$ cat config.mk
export PLATFORM = sky130hd
export DESIGN_NAME = process_time_table_top
export DESIGN_NICKNAME = d
export VERILOG_FILES = /design/src/ptt_pkg.sv /design/src/ptt_ram.sv /design/src/process_time_table_top.sv
export SDC_FILE = /design/constraint.sdc
export NUM_CORES = 2
export LEC_CHECK = 0
export BUFFER_PORTS_ARGS = -buffer_cell sky130_fd_sc_hd__buf_4
export CAP_MARGIN = 20
export CORE_ASPECT_RATIO = 0.6
export CORE_MARGIN = 1.5
export CORE_UTILIZATION = 50
export DETAILED_ROUTE_END_ITERATION = 8
export GPL_ROUTABILITY_DRIVEN = 0
export HOLD_SLACK_MARGIN = 0.06
export PLACE_DENSITY = 0.66
export SYNTH_ARGS = -nofsm -noshare
export SYNTH_HDL_FRONTEND = slang
export SYNTH_HIERARCHICAL = 1
export SYNTH_SLANG_ARGS = --single-unit
export TNS_END_PERCENT = 1
$ cat constraint.sdc
create_clock -name clk -period 20 [get_ports clk]
set_input_delay 3 -clock clk [delete_from_list [all_inputs] [get_ports clk]]
set_output_delay 3 -clock clk [all_outputs]
set_load 0.005 [all_outputs]
$ cat src/ptt_pkg.sv
// ----------------------------------------------------------------------------
// ptt_pkg: shared definitions for the process time table
// Field widths, request codes and status codes of the table block.
// ----------------------------------------------------------------------------
package ptt_pkg;

  // field widths
  localparam int ID_W    = 22;
  localparam int TIME_W  = 32;
  localparam int REQ_W   = 3;
  localparam int STAT_W  = 2;
  localparam int TOTAL_W = 7;

  // one stored entry: {time, id}
  localparam int ENTRY_W = ID_W + TIME_W;

  // a list never emits more words than this
  localparam int LIST_LIMIT = 64;

  // request codes
  localparam logic [REQ_W-1:0] REQ_ADD    = 3'd0;
  localparam logic [REQ_W-1:0] REQ_UPDATE = 3'd1;
  localparam logic [REQ_W-1:0] REQ_DELETE = 3'd2;
  localparam logic [REQ_W-1:0] REQ_LOOKUP = 3'd3;
  localparam logic [REQ_W-1:0] REQ_LIST   = 3'd4;
  localparam logic [REQ_W-1:0] REQ_CLEAR  = 3'd5;

  // status codes
  localparam logic [STAT_W-1:0] ST_OK       = 2'd0;
  localparam logic [STAT_W-1:0] ST_NOTFOUND = 2'd1;
  localparam logic [STAT_W-1:0] ST_DUP      = 2'd2;
  localparam logic [STAT_W-1:0] ST_FULL     = 2'd3;

  // one result word, without the entry count
  typedef struct packed {
    logic [STAT_W-1:0] status;
    logic              found;
    logic [ID_W-1:0]   entry_id;
    logic [TIME_W-1:0] entry_time;
    logic              last_item;
  } res_t;

endpackage

$ cat src/ptt_ram.sv
// ----------------------------------------------------------------------------
// ptt_ram: generic single-port-write, single-port-read RAM
// One write and one read per cycle; read data is registered and holds
// until the next read.
// ----------------------------------------------------------------------------
module ptt_ram #(
  parameter int WIDTH = 54,
  parameter int DEPTH = 64
) (
  input  logic                     clk,
  input  logic                     wr_en,
  input  logic [$clog2(DEPTH)-1:0] wr_addr,
  input  logic [WIDTH-1:0]         wr_data,
  input  logic                     rd_en,
  input  logic [$clog2(DEPTH)-1:0] rd_addr,
  output logic [WIDTH-1:0]         rd_data
);

  logic [WIDTH-1:0] mem [DEPTH];

  // write port
  always_ff @(posedge clk) begin
    if (wr_en) begin
      mem[wr_addr] <= wr_data;
    end
  end

  // registered read port
  always_ff @(posedge clk) begin
    if (rd_en) begin
      rd_data <= mem[rd_addr];
    end
  end

endmodule

$ cat src/process_time_table_top.sv
// ----------------------------------------------------------------------------
// process_time_table_top: ordered table of process id / cpu time entries
// Keeps up to MAX_ENTRIES entries in insertion order in one RAM and serves
// add, update, delete, lookup, list and clear requests.
// ----------------------------------------------------------------------------
//  channel | dir | handshake            | payload
//  --------+-----+----------------------+----------------------------------
//  in_     | in  | in_tvalid/in_tready  | tuser req_type, tdata id, time
//  out_    | out | out_tvalid/out_tready| tuser status, found; tdata entry
//          |     |                      | id, time, total; tlast last_item
//
// One request at a time. Add, update, lookup and delete walk the RAM one entry
// per cycle until the id is found or the entries run out. Delete then moves
// each entry behind the hit up one place to close the gap. List runs a read /
// load / hand-off sequence per entry on the single RAM read port.
// Reset clears the entry count, not the RAM contents; the RAM needs no clearing pass.
// A stalled output holds the sequencer; a new request is taken as soon as
// the sequencer is idle, even while the last result word waits.
module process_time_table_top #(
  parameter int MAX_ENTRIES = 64
) (
  input  logic        clk,
  input  logic        rst_n,
  // input words
  input  logic        in_tvalid,
  output logic        in_tready,
  input  logic [2:0]  in_tuser,   // [2:0] req_type
  input  logic [55:0] in_tdata,   // [21:0] proc_id, [53:22] time_value, [55:54] zero
  // result words
  output logic        out_tvalid,
  input  logic        out_tready,
  output logic [2:0]  out_tuser,  // [1:0] status, [2] found
  output logic [63:0] out_tdata,  // [21:0] entry_id, [53:22] entry_time,
                                  // [60:54] entry_total, [63:61] zero
  output logic        out_tlast
);

  localparam int AW = $clog2(MAX_ENTRIES);
  localparam int CW = $clog2(MAX_ENTRIES + 1);

  typedef enum logic [2:0] {
    S_IDLE,
    S_SCAN,
    S_SHIFT,
    S_LIST_RD,
    S_LIST_WAIT,
    S_RESP
  } state_t;

  state_t                      state_r, state_nxt;
  logic [ptt_pkg::REQ_W-1:0]   req_r, req_nxt;
  logic [ptt_pkg::ID_W-1:0]    id_r, id_nxt;
  logic [ptt_pkg::TIME_W-1:0]  tm_r, tm_nxt;
  logic [CW-1:0]               count_r, count_nxt;
  logic [CW-1:0]               idx_r, idx_nxt;
  logic                        chk_vld_r, chk_vld_nxt;
  logic [CW-1:0]               chk_idx_r, chk_idx_nxt;
  ptt_pkg::res_t               res_r, res_nxt;
  ptt_pkg::res_t               out_res_r, out_res_nxt;
  logic [ptt_pkg::TOTAL_W-1:0] out_total_r, out_total_nxt;
  logic                        out_valid_r, out_valid_nxt;

  // RAM port signals
  logic                         rd_en;
  logic [AW-1:0]                rd_addr;
  logic [ptt_pkg::ENTRY_W-1:0]  rd_data;
  logic                         wr_en;
  logic [AW-1:0]                wr_addr;
  logic [ptt_pkg::ENTRY_W-1:0]  wr_data;

  logic          out_free;
  logic          hit;
  logic [CW-1:0] list_n;
  logic [CW-1:0] shift_dst;

  ptt_ram #(
    .WIDTH (ptt_pkg::ENTRY_W),
    .DEPTH (MAX_ENTRIES)
  ) u_ram (
    .clk     (clk),
    .wr_en   (wr_en),
    .wr_addr (wr_addr),
    .wr_data (wr_data),
    .rd_en   (rd_en),
    .rd_addr (rd_addr),
    .rd_data (rd_data)
  );

  // handshake outputs
  assign in_tready  = (state_r == S_IDLE);
  assign out_tvalid = out_valid_r;
  assign out_tuser  = {out_res_r.found, out_res_r.status};
  assign out_tdata  = {3'b000, out_total_r, out_res_r.entry_time, out_res_r.entry_id};
  assign out_tlast  = out_res_r.last_item;

  // helpers
  assign out_free  = !out_valid_r || out_tready;
  assign hit       = chk_vld_r && (rd_data[ptt_pkg::ID_W-1:0] == id_r);
  assign shift_dst = chk_idx_r - CW'(1);

  always_comb begin
    if (32'(count_r) > ptt_pkg::LIST_LIMIT) begin
      list_n = CW'(ptt_pkg::LIST_LIMIT);
    end else begin
      list_n = count_r;
    end
  end

  // sequencer
  always_comb begin
    state_nxt     = state_r;
    req_nxt       = req_r;
    id_nxt        = id_r;
    tm_nxt        = tm_r;
    count_nxt     = count_r;
    idx_nxt       = idx_r;
    chk_vld_nxt   = chk_vld_r;
    chk_idx_nxt   = chk_idx_r;
    res_nxt       = res_r;
    out_res_nxt   = out_res_r;
    out_total_nxt = out_total_r;
    out_valid_nxt = out_valid_r;
    rd_en         = 1'b0;
    rd_addr       = idx_r[AW-1:0];
    wr_en         = 1'b0;
    wr_addr       = count_r[AW-1:0];
    wr_data       = '0;

    // output word taken
    if (out_valid_r && out_tready) begin
      out_valid_nxt = 1'b0;
    end

    case (state_r)
      S_IDLE: begin
        if (in_tvalid) begin
          req_nxt     = in_tuser;
          id_nxt      = in_tdata[21:0];
          tm_nxt      = in_tdata[53:22];
          idx_nxt     = '0;
          chk_vld_nxt = 1'b0;
          res_nxt     = '{status: ptt_pkg::ST_OK, found: 1'b0, entry_id: '0,
                          entry_time: '0, last_item: 1'b1};
          case (in_tuser)
            ptt_pkg::REQ_ADD,
            ptt_pkg::REQ_UPDATE,
            ptt_pkg::REQ_DELETE,
            ptt_pkg::REQ_LOOKUP: state_nxt = S_SCAN;
            ptt_pkg::REQ_LIST: begin
              if (count_r == '0) begin
                state_nxt = S_RESP;
              end else begin
                state_nxt = S_LIST_RD;
              end
            end
            ptt_pkg::REQ_CLEAR: begin
              count_nxt = '0;
              state_nxt = S_RESP;
            end
            default: state_nxt = S_RESP;
          endcase
        end
      end

      // walk the entries, one read issued per cycle
      S_SCAN: begin
        chk_vld_nxt = 1'b0;
        if (idx_r < count_r) begin
          rd_en       = 1'b1;
          idx_nxt     = idx_r + CW'(1);
          chk_vld_nxt = 1'b1;
          chk_idx_nxt = idx_r;
        end
        if (hit) begin
          chk_vld_nxt = 1'b0;
          state_nxt   = S_RESP;
          case (req_r)
            ptt_pkg::REQ_ADD: res_nxt.status = ptt_pkg::ST_DUP;
            ptt_pkg::REQ_UPDATE: begin
              wr_en   = 1'b1;
              wr_addr = chk_idx_r[AW-1:0];
              wr_data = {tm_r, id_r};
            end
            ptt_pkg::REQ_DELETE: begin
              idx_nxt   = chk_idx_r + CW'(1);
              state_nxt = S_SHIFT;
            end
            ptt_pkg::REQ_LOOKUP: begin
              res_nxt.found      = 1'b1;
              res_nxt.entry_id   = rd_data[ptt_pkg::ID_W-1:0];
              res_nxt.entry_time = rd_data[ptt_pkg::ENTRY_W-1:ptt_pkg::ID_W];
            end
            default: ;
          endcase
        end else if (!chk_vld_r && (idx_r == count_r)) begin
          // id absent
          state_nxt = S_RESP;
          if (req_r == ptt_pkg::REQ_ADD) begin
            if (count_r < CW'(MAX_ENTRIES)) begin
              wr_en     = 1'b1;
              wr_addr   = count_r[AW-1:0];
              wr_data   = {{ptt_pkg::TIME_W{1'b0}}, id_r};
              count_nxt = count_r + CW'(1);
            end else begin
              res_nxt.status = ptt_pkg::ST_FULL;
            end
          end else begin
            res_nxt.status = ptt_pkg::ST_NOTFOUND;
          end
        end
      end

      // move each later entry up one place
      S_SHIFT: begin
        chk_vld_nxt = 1'b0;
        if (idx_r < count_r) begin
          rd_en       = 1'b1;
          idx_nxt     = idx_r + CW'(1);
          chk_vld_nxt = 1'b1;
          chk_idx_nxt = idx_r;
        end
        if (chk_vld_r) begin
          wr_en   = 1'b1;
          wr_addr = shift_dst[AW-1:0];
          wr_data = rd_data;
        end
        if (!chk_vld_r && (idx_r == count_r)) begin
          count_nxt = count_r - CW'(1);
          state_nxt = S_RESP;
        end
      end

      S_LIST_RD: begin
        rd_en     = 1'b1;
        state_nxt = S_LIST_WAIT;
      end

      S_LIST_WAIT: begin
        res_nxt.entry_id   = rd_data[ptt_pkg::ID_W-1:0];
        res_nxt.entry_time = rd_data[ptt_pkg::ENTRY_W-1:ptt_pkg::ID_W];
        res_nxt.last_item  = ((idx_r + CW'(1)) == list_n);
        state_nxt          = S_RESP;
      end

      // hand the word to the output register
      S_RESP: begin
        if (out_free) begin
          out_res_nxt   = res_r;
          out_total_nxt = ptt_pkg::TOTAL_W'(count_r);
          out_valid_nxt = 1'b1;
          if (res_r.last_item) begin
            state_nxt = S_IDLE;
          end else begin
            idx_nxt   = idx_r + CW'(1);
            state_nxt = S_LIST_RD;
          end
        end
      end

      default: state_nxt = S_IDLE;
    endcase
  end

  // state and registered outputs
  always_ff @(posedge clk) begin
    if (!rst_n) begin
      state_r     <= S_IDLE;
      count_r     <= '0;
      chk_vld_r   <= 1'b0;
      out_valid_r <= 1'b0;
    end else begin
      state_r     <= state_nxt;
      count_r     <= count_nxt;
      chk_vld_r   <= chk_vld_nxt;
      out_valid_r <= out_valid_nxt;
    end
    req_r       <= req_nxt;
    id_r        <= id_nxt;
    tm_r        <= tm_nxt;
    idx_r       <= idx_nxt;
    chk_idx_r   <= chk_idx_nxt;
    res_r       <= res_nxt;
    out_res_r   <= out_res_nxt;
    out_total_r <= out_total_nxt;
  end

`ifndef SYNTHESIS
  a_count_bound: assert property (@(posedge clk) disable iff (!rst_n)
    count_r <= CW'(MAX_ENTRIES))
    else $error("entry count above table size");

  a_one_request: assert property (@(posedge clk) disable iff (!rst_n)
    (in_tvalid && in_tready) |=> !in_tready)
    else $error("second request taken while busy");

  a_write_state: assert property (@(posedge clk) disable iff (!rst_n)
    wr_en |-> (state_r == S_SCAN || state_r == S_SHIFT))
    else $error("RAM write outside scan or shift");

  a_clear: assert property (@(posedge clk) disable iff (!rst_n)
    (in_tvalid && in_tready && in_tuser == ptt_pkg::REQ_CLEAR) |=> (count_r == '0))
    else $error("clear left entries");

  a_shift_nonempty: assert property (@(posedge clk) disable iff (!rst_n)
    (state_r == S_SHIFT) |-> (count_r != '0))
    else $error("delete on empty table");
`endif

endmodule
# Word level (Yosys, flattened, before mapping)

Memory sizes are Yosys's and may differ from the RTL's. A register that Yosys moved wholly into a read port is not among the register bits.
Cells that the tools add are included.

Flip-flop bits (word level): 206
Memory bits (writable): 3456
Memory bits (read-only): 0
Memories: 1
Output and inout port bits: 70
Input port bits: 63
Bits in latches: 0
Word-level logic and storage cells: 151

Memory list:

| name      | depth | width | read ports | clocked after Yosys merged registers in | write ports | line          | RTL |
|---|---|---|---|---|---|---|---|
| u_ram.mem | 64    | 54    | 1          | 1                                       | 1           | ptt_ram.sv:19 | `logic [WIDTH-1:0] mem [DEPTH];` |

Div/mod/pow operators: 0
Equal/unequal tests: 30
Mux-type cells: 64
Reductions and logical operators: 28
Add/sub/neg operators: 5
Multiply operators: 0
Shift operators: 0
$lt $le $gt $ge: 3
Bitwise logic cells: 0

Operator list:

| kind                  | number |
|---|---|
| $mux W54              | 3 |
| $pmux W54 S3          | 1 |
| $mux W55              | 2 |
| $pmux W54 S2          | 1 |
| $mux W7               | 14 |
| $mux W22              | 3 |
| $mux W58              | 1 |
| $pmux W7 S4           | 1 |
| $eq A22 B22 Y1        | 1 |
| $add A7 B1 Y7 const B | 3 |
| $pmux W7 S3           | 1 |
| $eq A3 B2 Y1 const B  | 6 |
| $mux W3               | 6 |
| $mux W6               | 3 |
| $ne A2 B2 Y1 const B  | 9 |
| $pmux W3 S6           | 1 |
| $eq A7 B7 Y1          | 2 |
| $mux W1               | 14 |
| $eq A3 B3 Y1 const B  | 4 |
| $mux W2               | 6 |
| $pmux W3 S2           | 2 |
| $pmux W6 S2           | 1 |
| $reduce_and A2 Y1     | 6 |
| $reduce_and A4 Y1     | 3 |
| 23 further kinds      | 36 |

# Longest topological paths before layout

Depth in word-level cells: 8
Depth in mapped cells: 13

# Modules after synthesis

Netlist, hierarchy kept.

Modules (own cells, without submodules):

| module                 | times used | cells an instance | area each (um^2) |
|---|---|---|---|
| ptt_ram                | 1          | 5493              | 132520.8 |
| process_time_table_top | 1          | 646               | 8957.3 |

# Worst setup path before layout

Ideal clock, no wire load.

Kind: reg2reg
Start: register u_ram.rd_data[6], read port of u_ram.mem
End: memory u_ram.mem[33][0], enable pin
Period minus slack after synthesis: 6.605 ns
Path buffers: 2
Cell stages (with the launch flop): 13
Library setup time: 0.532 ns
Required time: 19.468 ns
Data arrival time: 6.073 ns
Slack: 13.395 ns
Path through: edfxtp_1 xor2_1 nor4_2 nand4_1 nor3_2 and3_1 buf_2 mux2i_2 a221o_1 clkbuf_1 nor2_1 nand4_1 nor3_1

Elaborated cells between the ends (all ways): 8
Those cells by class: eq/ne (1); mux (6); reduce/logical (1)

RTL lines:

| element              | line                          | RTL |
|---|---|---|
| start, declared      | ptt_ram.sv:16                 | `output logic [WIDTH-1:0] rd_data` |
| $eq A22 B22 Y1       | process_time_table_top.sv:98  | `assign hit = chk_vld_r && (rd_data[ptt_pkg::ID_W-1:0] == id_r);` |
| $logic_and A1 B1 Y1  | process_time_table_top.sv:98  |  |
| $mux W6              | process_time_table_top.sv:174 | `if (hit) begin` |
| $pmux W6 S2          | process_time_table_top.sv:134 | `case (state_r)` |
| named net wr_addr[3] | process_time_table_top.sv:68  | `logic [AW-1:0] wr_addr;` |
| end, declared        | ptt_ram.sv:19                 |  |

The timed path passes the listed nets, and every way through them passes these cells.

# Final worst setup path

Start: register idx_r[0]
End: register u_ram.rd_data[17], read port of u_ram.mem (data pin)

Cells in the longest elaborated chain, start to end: 3

Ends and longest elaborated chain:

| element                | line                                                         | RTL |
|---|---|---|
| start, declared        | process_time_table_top.sv:55                                 | `logic [CW-1:0] idx_r, idx_nxt;` |
| start signal, assigned | process_time_table_top.sv:280                                | `idx_r <= idx_nxt;` |
| $lt A7 B7 Y1           | process_time_table_top.sv:168, process_time_table_top.sv:216 |  |
| $mux W1                | process_time_table_top.sv:168, process_time_table_top.sv:216 |  |
| $pmux W1 S2            | process_time_table_top.sv:134                                |  |

Several ways; a longest one is shown, not always the timed one.
A chain may end at the register's enable or synchronous reset.

==> flow_metrics.py <==
metrics = {
    "clock_network": {
        "clk_latency_ns": 0.91,
        "clock-sinks": 3716,
        "clockBufferDepth": 4,
        "cts-htree-levels": 5,
        "path_clk_slew_ns": 0.07,
        "cts_hold_buf": 0,
        "cts_buffers": 332,
        "cts_setup_buffers": 0,
        "cts-root-buf": "clkbuf_16",
        "cts_tree": "yes",
        "cts_resized": 0,
    },
    "synthesis": {
        "synthAdderAreaFrac": 0.00154,
        "ys_types": 69,
        "synth_top_cells_by_count": "edfxtp_1, mux4_2, nor2_1",
        "ys_async_sr_fraction": 0,
        "synth_top_cell_by_area": "edfxtp_1",
        "synth_xor_area_frac": 0.00279,
        "syn_area_um2": 141000,
        "synth_warnings": 6,
        "synth_top_family_by_area": "multiplexers",
        "synthCells": 6139,
        "synth_compound_area_frac": 0.0236,
        "muxShareOfSynthArea": 0.157,
        "synth_simple_gate_area_frac": 0.0153,
        "yosys.area.top_type_share": 0.786,
        "synth-edff-count": 3704,
        "synth.avg_cell_area_um2": 23.0,
        "synth_seq_cells": 3716,
        "netlist_top_cells_area": "edfxtp_1, mux4_2, o22ai_1",
        "synth_most_common_cell": "edfxtp_1",
        "seq_area_frac_synth": 0.788,
        "ys.flop_type": "edfxtp_1",
    },
    "worst_setup_path": {
        "required_ns": 20.59,
        "r2r-start": "idx_r[0]",
        "worstPathBufferInverterCount": 6,
        "critPathTopFamily": "buffers and inverters",
        "critPathLaunchType": "flip-flop",
        "cpPeakStageDelay_ns": 0.77,
        "worstSetupPathType": "reg -> reg",
        "r2r_slack_ns": 13.15,
        "crit_path_end_kind": "flip-flop",
        "reg2reg_depth": 10,
        "crit_top_cell": "buf_12",
        "path_max_fanout": 104,
        "slowest_stage": "buf_4",
        "rr_endpoint": "u_ram/rd_data[17]",
        "worstPathCellList": "buf_12 > buf_12 > buf_12 > buf_4 > buf_4 > buf_12 > mux4_2 > mux4_2 > o22ai_1 > nor2_1",
        "cp.arrival_ns": 7.44,
    },
    "sta": {
        "finalMaxSlewViolations": 0,
        "max_slew_margin": 0.194,
        "min_period_ns": 6.85,
        "finalCritPeriodShare": 0.343,
        "clock_skew_ns": 0.0570,
        "rsz0062_at_grt": "no",
        "worstMarginPinSlew_ns": 1.21,
        "tns_ns": 0,
        "max_clock_freq_mhz": 146,
        "finalHoldViolCount": 0,
        "setup_viol": 0,
    },
    "power_and_ir_drop": {
        "pwr-share-seq": 0.516,
        "combPwrFrac": 0.107,
        "ir_drop_uv": 77.1,
        "sw_frac_of_total": 0.238,
        "powerDensity_nw_per_um2": 105,
        "power.internal_mw": 12.7,
        "clock_power_share": 0.377,
        "p_leak_nw": 43.0,
        "p_sw_mw": 3.95,
    },
    "place": {
        "port_buffers": 127,
        "dpl_cell_area_um2": 148000,
        "hpwlAfterDp_um": 204000,
    },
    "grt": {
        "grt_max_degree": 105,
        "grt_pass1_vias": 68200,
        "grt_pass1_wl_um": 525000,
        "antenna_found_initial": 4,
        "overflow": 0,
        "track_usage": 0.263,
    },
    "floorplanning": {
        "initial_core_util": 0.502,
        "fp-row-count": 151,
        "die-width_um": 690,
        "core-area_um2": 282000,
        "io_pins": 133,
        "die_area_um2": 286000,
        "die_h_um": 415,
    },
    "hold_path": {
        "hold_path.class": "reg -> reg",
        "hold_depth": 0,
        "hold_path_end": "out_tdata[8]",
        "hold_start": "res_r[41]",
    },
    "finish": {
        "design_area_um2": 159000,
        "fin_nets": 6578,
        "drive_gt1_frac": 0.287,
        "fillers": 20300,
        "area_growth_syn_to_layout_pct": 12.2,
    },
    "route": {
        "ant_nets": 0,
        "drt_pass1_iterations": 9,
        "vias": 69300,
        "drc": 0,
        "vias_per_cell": 6.60,
        "drt_wl_total_um": 378000,
        "drt-initial-drc-count": 11300,
        "wl_per_cell_um": 35.9,
    },
    "outcome": {
        "status": "finished clean",
    },
    "job": {
        "max_cap_violations": 0,
    },
}
how the worst max path moves through the flow:
| stage | end | start | depth (start not counted) | slack [ns] |
|---|---|---|---|---|
| 6_report | u_ram/rd_data[17] | idx_r[0] | 10 | 13.15 |
| 5_1_grt | u_ram/rd_data[17] | idx_r[0] | 10 | 12.60 |
| 4_1_cts | u_ram/rd_data[17] | idx_r[0] | 10 | 12.92 |
| 3_5_place_dp | u_ram/rd_data[17] | idx_r[0] | 10 | 12.97 |
| 3_3_place_gp | u_ram/rd_data[17] | idx_r[0] | 10 | 12.97 |
| 2_1_floorplan | u_ram/mem[33][0] | u_ram/rd_data[6] | 12 | 13.39 |
metrics by stage:
| step | util | cells | hold WS [ns] | setup WS (ns) | power [mW] |
|---|---|---|---|---|---|
| floorplan | - | 6141 | 0.400 | 13.39 | 9.93 |
| global placement | 0.524 | 9887 | 0.407 | 12.97 | 10.5 |
| detailed placement | 0.525 | 9891 | 0.406 | 12.97 | 10.5 |
| CTS | 0.561 | 10500 | 0.411 | 12.92 | 16.7 |
| global route | 0.563 | 10500 | 0.419 | 12.60 | 17.1 |
| finish | 0.563 | 10500 | 0.416 | 13.15 | 16.6 |
power by group through the flow:
| stage | clock network [mW] | logic, mW | registers [mW] |
|---|---|---|---|
| 2_1_floorplan | 0 | 1.22 | 8.72 |
| 3_3_place_gp | 0 | 1.77 | 8.73 |
| 3_5_place_dp | 0 | 1.78 | 8.73 |
| 4_1_cts | 6.34 | 1.79 | 8.56 |
| 5_1_grt | 6.63 | 1.87 | 8.56 |
| 6_report | 6.26 | 1.78 | 8.56 |
logic make-up after synthesis:
family          after synthesis
xor+xnor                     45
mux                        1040
buf+inv                     359
flops                      3716
compound gates              499
other cells                   1
fa+ha+maj                    17
simple gates                462
routing by layer:
layer | vias up | global-route usage | share of wire
li1 | 26900 | - | -
met1 | 37400 | 0.400 | 0.40
met2 | 4374 | 0.387 | 0.45
met3 | 637 | 0.0616 | 0.12
met4 | 2 | 0.0666 | 0.028
met5 | - | 0 | 0.000053
flip-flops by register name, indices dropped and copies added, names as in the netlist:
| register | flops |
|---|---|
| out_tdata | 54 |
| idx_r | 7 |
| chk_idx_r | 7 |
| res_r | 58 |
| chk_vld_r | 1 |
| u_ram/rd_data | 54 |
| out_tuser | 3 |
| tm_r | 32 |
| u_ram/mem | 3456 |
| req_r | 3 |
| out_total_r | 7 |
| out_tlast | 1 |
| count_r | 7 |
| state_r | 3 |
| id_r | 22 |
| out_tvalid | 1 |
layout make-up:
cell class / instances / area [um2] / share of cell area
inverter: 19 / 75.1 / 0.000473
clock inverter: 172 / 1600 / 0.0101
tap: 3748 / 4690 / 0.0296
sequential: 3716 / 111000 / 0.702
clock buffer: 419 / 8770 / 0.0553
multi-input combinational: 2066 / 28900 / 0.182
timing repair buffer: 364 / 3180 / 0.0200
antenna: 3 / 7.51 / 0.0000473
layout by cell type (no fill, tap or decap), types with 6 or more instances in the layout:
cell / n
nand2b_1: 10
o221a_2: 8
a31oi_1: 27
buf_4: 329
a22o_1: 27
clkinv_8: 7
nor2_4: 64
o221ai_1: 56
xor2_1: 31
a22o_2: 27
clkbuf_1: 80
buf_12: 32
and2_1: 55
o21ai_0: 53
nor3_1: 16
ha_1: 15
o22ai_1: 171
inv_6: 6
nor2_1: 137
or3_1: 7
nand4_1: 8
clkinv_2: 57
bufinv_16: 26
or2_2: 6
mux2i_1: 51
edfxtp_1: 3704
clkinvlp_4: 11
nor2b_1: 11
a21oi_1: 89
inv_1: 16
mux4_2: 936
clkinv_1: 61
nand2_1: 86
mux2_2: 52
nand3b_1: 7
nand3_1: 19
xnor2_1: 14
dfxtp_1: 12
clkbuf_16: 338
Power figures use the tool's default switching activity.
